<file path="config.mk">
export PLATFORM = sky130hd
export DESIGN_NAME = gbn_ctrl
export DESIGN_NICKNAME = d
export VERILOG_FILES = /design/src/rtl/core/gbn_pkg.sv /design/src/rtl/core/gbn_ctrl.sv
export SDC_FILE = /design/constraint.sdc
export NUM_CORES = 1
export LEC_CHECK = 0
export BUFFER_PORTS_ARGS = -buffer_cell sky130_fd_sc_hd__clkbuf_2
export CAP_MARGIN = 40
export CORE_MARGIN = 1
export CORE_UTILIZATION = 45
export CTS_BUF_LIST = sky130_fd_sc_hd__clkbuf_16
export CTS_CLUSTER_DIAMETER = 80
export CTS_CLUSTER_SIZE = 20
export DETAILED_ROUTE_END_ITERATION = 8
export HOLD_SLACK_MARGIN = 0.05
export PLACE_DENSITY = 0.84
export SYNTH_ARGS = -nofsm -noshare
export SYNTH_HDL_FRONTEND = slang
export SYNTH_SLANG_ARGS = --single-unit
</file>
<file path="constraint.sdc">
create_clock -name clk -period 2.4 [get_ports clk]
set_input_delay 0.12 -clock clk [delete_from_list [all_inputs] [get_ports clk]]
set_output_delay 0.12 -clock clk [all_outputs]
set_load 0.02 [all_outputs]
</file>
<file path="src/rtl/core/gbn_pkg.sv">
// ----------------------------------------------------------------------------
// gbn_pkg
// Shared codes and controller/datapath interface types for the go-back-N sender.
// ----------------------------------------------------------------------------
package gbn_pkg;

  localparam logic [1:0] OP_SEND  = 2'd0;
  localparam logic [1:0] OP_ACK   = 2'd1;
  localparam logic [1:0] OP_TICK  = 2'd2;
  localparam logic [1:0] OP_QUERY = 2'd3;

  localparam logic [1:0] KIND_PDU     = 2'd0;
  localparam logic [1:0] KIND_REFUSED = 2'd1;
  localparam logic [1:0] KIND_QUERY   = 2'd2;

  localparam logic REG_WINDOW  = 1'b0;
  localparam logic REG_TIMEOUT = 1'b1;

  typedef struct packed {
    logic accept;
    logic decode;
    logic win_step;
    logic rs_start;
    logic rs_step;
    logic tk_next;
    logic flush;
  } gbn_cmd_t;

  typedef struct packed {
    logic [1:0] op;
    logic       dec_window;
    logic       win_more;
    logic       tk_active;
    logic       tk_expired;
    logic       rs_done;
    logic       last_slot;
    logic       out_free;
    logic       pend_valid;
  } gbn_sts_t;

endpackage

</file>
<file path="src/rtl/core/gbn_ctrl.sv">
// ----------------------------------------------------------------------------
// gbn_ctrl
// Sequencer for decode, window fill, timeout walk, resend and final flush.
// ----------------------------------------------------------------------------
module gbn_ctrl (
  input  logic              clk,
  input  logic              rst,
  input  logic              in_valid,
  output logic              in_ready,
  input  gbn_pkg::gbn_sts_t sts,
  output gbn_pkg::gbn_cmd_t cmd
);

  typedef enum logic [7:0] {
    S_IDLE   = 8'b0000_0001,
    S_DECODE = 8'b0000_0010,
    S_WINDOW = 8'b0000_0100,
    S_TCHK   = 8'b0000_1000,
    S_TREAD  = 8'b0001_0000,
    S_RESEND = 8'b0010_0000,
    S_FLUSH  = 8'b0100_0000,
    S_SPARE  = 8'b1000_0000
  } state_t;

  state_t state;
  state_t state_next;

  always_ff @(posedge clk) begin
    if (rst) begin
      state <= S_IDLE;
    end else begin
      state <= state_next;
    end
  end

  always_comb begin
    cmd        = '0;
    in_ready   = 1'b0;
    state_next = state;
    unique case (state)
      S_IDLE: begin
        in_ready = 1'b1;
        if (in_valid) begin
          cmd.accept = 1'b1;
          state_next = S_DECODE;
        end
      end
      S_DECODE: begin
        if (sts.out_free) begin
          cmd.decode = 1'b1;
          if (sts.op == gbn_pkg::OP_TICK) begin
            state_next = S_TCHK;
          end else if (sts.dec_window) begin
            state_next = S_WINDOW;
          end else begin
            state_next = S_FLUSH;
          end
        end
      end
      S_WINDOW: begin
        if (!sts.win_more) begin
          state_next = S_FLUSH;
        end else if (sts.out_free) begin
          cmd.win_step = 1'b1;
        end
      end
      S_TCHK: begin
        if (sts.tk_active) begin
          state_next = S_TREAD;
        end else if (sts.last_slot) begin
          state_next = S_FLUSH;
        end else begin
          cmd.tk_next = 1'b1;
        end
      end
      S_TREAD: begin
        if (sts.tk_expired) begin
          cmd.rs_start = 1'b1;
          state_next   = S_RESEND;
        end else if (sts.last_slot) begin
          state_next = S_FLUSH;
        end else begin
          cmd.tk_next = 1'b1;
          state_next  = S_TCHK;
        end
      end
      S_RESEND: begin
        if (sts.out_free) begin
          cmd.rs_step = 1'b1;
          if (sts.rs_done) begin
            if (sts.last_slot) begin
              state_next = S_FLUSH;
            end else begin
              cmd.tk_next = 1'b1;
              state_next  = S_TCHK;
            end
          end
        end
      end
      S_FLUSH: begin
        if (!sts.pend_valid) begin
          state_next = S_IDLE;
        end else if (sts.out_free) begin
          cmd.flush  = 1'b1;
          state_next = S_IDLE;
        end
      end
      default: begin
        state_next = S_IDLE;
      end
    endcase
  end

endmodule

</file>
==> summary.txt <==
Critical path
  – Most frequent CP cell: or3_1
  – Critical path, cell by cell: or3_1 > or3_1 > o32a_1 > nor2_1 > clkbuf_2
  – CP startpoint kind: flip-flop
  – Crit path DAT: 2.05 ns
  – WP data required: 2.28 ns
  – Peak fanout along the critical path: 12
  – CP max stage delay: 0.44 ns
  – Max stage delay cell, worst path: or3_1
  – Crit. End Element: primary output
  – Worst setup path class: reg -> out

Timing
  – Slew Limit Fails: 0
  – Slew of the pin with the lowest slew margin: 0.4186 ns
  – RSZ-0062 raised after global routing: no
  – Final Cycle Share: roughly 90%
  – Hold Vio Cnt, Final: 0
  – Slew headroom: 71.88%
  – Hold WS: 0.1861 ns
  – Final Skew: 0.0007792 ns
  – Final setup vio count: 0
  – Setup TNS: 0 ns
  – Fmax: 0.4608 GHz
  – Final min period: 2.170 ns

GRT
  – Grt total ovfl: 0
  – First-pass GRT wire length: 2635 um
  – Pin count of the biggest net entering global routing: 13
  – All-Layer GR Usage: 24.94%
  – Vias in the first global route: 626
  – Initial antenna violation count: 0

Floorplanning
  – I/O Pins: 21
  – Starting Density: 49.48%
  – Std cell rows: 13
  – Core Area: around 1300 um^2
  – Chip Height: 40.06 um
  – Die span in x: 40.06 um
  – Die area: approximately 1600 um^2

Synth
  – Netlist cell types: 38
  – Syn Inst Count: 86
  – Yosys Warn Count: 0
  – Asr flop ratio synth: 0%
  – Syn_area_per_cell: 7.580 um^2
  – #FFs+latches synth: 7
  – Register area share after synthesis: a little over a fifth
  – Primary FF master, synth: dfxtp_1
  – Post-synth EDFFs: 0
  – Syn Nets: 99
  – Commonest cells post-synth: nor2_1, dfxtp_1, nand2_1
  – Count leader, synth: nor2_1
  – Top-area cell type share of the netlist area: 21.50%
  – Area contributors post-synth: dfxtp_1, nor2_1, nand3b_1
  – Mapped Area: between 600 and 700 um^2
  – Post-synth top area cell: dfxtp_1

Clock tree
  – PostCTS Resize Cnt: 0
  – H-Tree Depth: 1
  – Clock latency on the worst-skew pair: 0.23 ns
  – Hold bufs inserted after CTS: 0
  – Clock Root Buffer: clkbuf_16
  – CTS Sinks: 7
  – Post-CTS setup buffer count: 0
  – Longest Clk Path Bufs: 2
  – TritonCTS buffer count: 3
  – Clock transition at the registers of the reported paths: 0.03 ns
  – CTS tree: yes

Placed design
  – Gpl congestion: 0.8954
  – Post-DP HPWL: 1212 um
  – IO Port Bufs: 20
  – Inst Count DP: approximately 110

Cells and area
  – Number of diodes: 0
  – Top flop regs: state: 7 flops
  – Fin cells: around 120
  – Fillers: 126
  – Largest Register: state
  – Multi-input logic area: between 400 and 500 um^2
  – Total Nets Final: 117
  – Synth-to-Final Area Change: 23.61%
  – FF/Latch Area: about 140 um^2
  – Max reg flops: 7
  – Layout cells sized above 1: 24.27%

Route
  – Avg WL per Cell: 14.84 um
  – Remaining antenna violation count after routing: 0
  – WL final: approximately 1800 um
  – Number of remaining DRC errors: 0
  – Vias/cell: between 6 and 7
  – First-pass DRT Iterations: 4
  – DR iter-0 viols: 15
  – Vias: 739

Pwr
  – Pwr Total: 0.4849 mW
  – Max VDD drop: 469.4 uV
  – Power density cells: between 600 and 700 nW/um^2
  – Pleak: 0.3144 nW

Worst hold path
  – Hold crit path type: in -> reg

Run status
  – Outcome: complete, no violations

Job
  – Max Cap Viol: 0
[kinds of logic after synthesis]
| family | synth area share, % |
|---|---|
| simple gates | 43.57 |
| compound gates | 25.14 |
| buf+inv | 8.445 |
| flops | 21.50 |
| xor+xnor | 1.344 |
[area by class of cell]
cell class / count / share of cell area, %
inverters: 3 / 1.398
clock inverters: 1 / 0.4658
clock buffers: 3 / 9.317
flip-flops and latches: 7 / 17.39
repair buffers: 20 / 12.42
well taps: 15 / 2.329
multi-input cells: 69 / 56.68
[power breakdown]
part / internal (mW) / switching [mW]
sequential: 0.121 / 0.0108
combinational: 0.0330 / 0.0457
clock: 0.216 / 0.0582
[worst paths after layout]
check | slack, ns | to | cells past startpoint | start
max | 0.23 | cmd[1] | 5 | state[0]
max reg2reg | 0.35 | state[0] | 4 | state[3]
min | 0.19 | state[2] | 3 | sts[7]
min reg2reg | 0.68 | state[4] | 2 | state[3]
[metal layers]
metal | global-route usage, % | part of all wire (%)
met5 | 0 | 0
met4 | 10.34 | 2.1
met3 | 5.000 | 7.6
met2 | 43.15 | 49
met1 | 29.53 | 41
[layout by cell type (no fill, tap or decap), drive strengths merged, types with 3 or more instances in the layout]
cell,count
nor3,4
nand2,5
nor2b,4
nor4b,3
nor4,4
nor2,10
inv,4
clkbuf,23
dfxtp,7
nand3b,4
[worst max-delay path, delay by kind of cell (launching register included)]
kind / cells / cell delay [ns]
flops: 1 / 0.40
compound gates: 1 / 0.34
simple gates: 3 / 0.91
buf+inv: 1 / 0.17
[per-stage QoR]
step / util [%] / setup WS, ns / instance area, um^2
2_1_floorplan: - / 0.07581 / 651.9
3_3_place_gp: 55.18 / 0.4805 / 726.9
3_5_place_dp: 55.18 / 0.4186 / 726.9
4_1_cts: 61.16 / 0.2416 / 805.8
5_1_grt: 61.16 / 0.1552 / 805.8
6_report: 61.16 / 0.2299 / 805.8
Note: power is estimated with default switching activity, not from simulation.
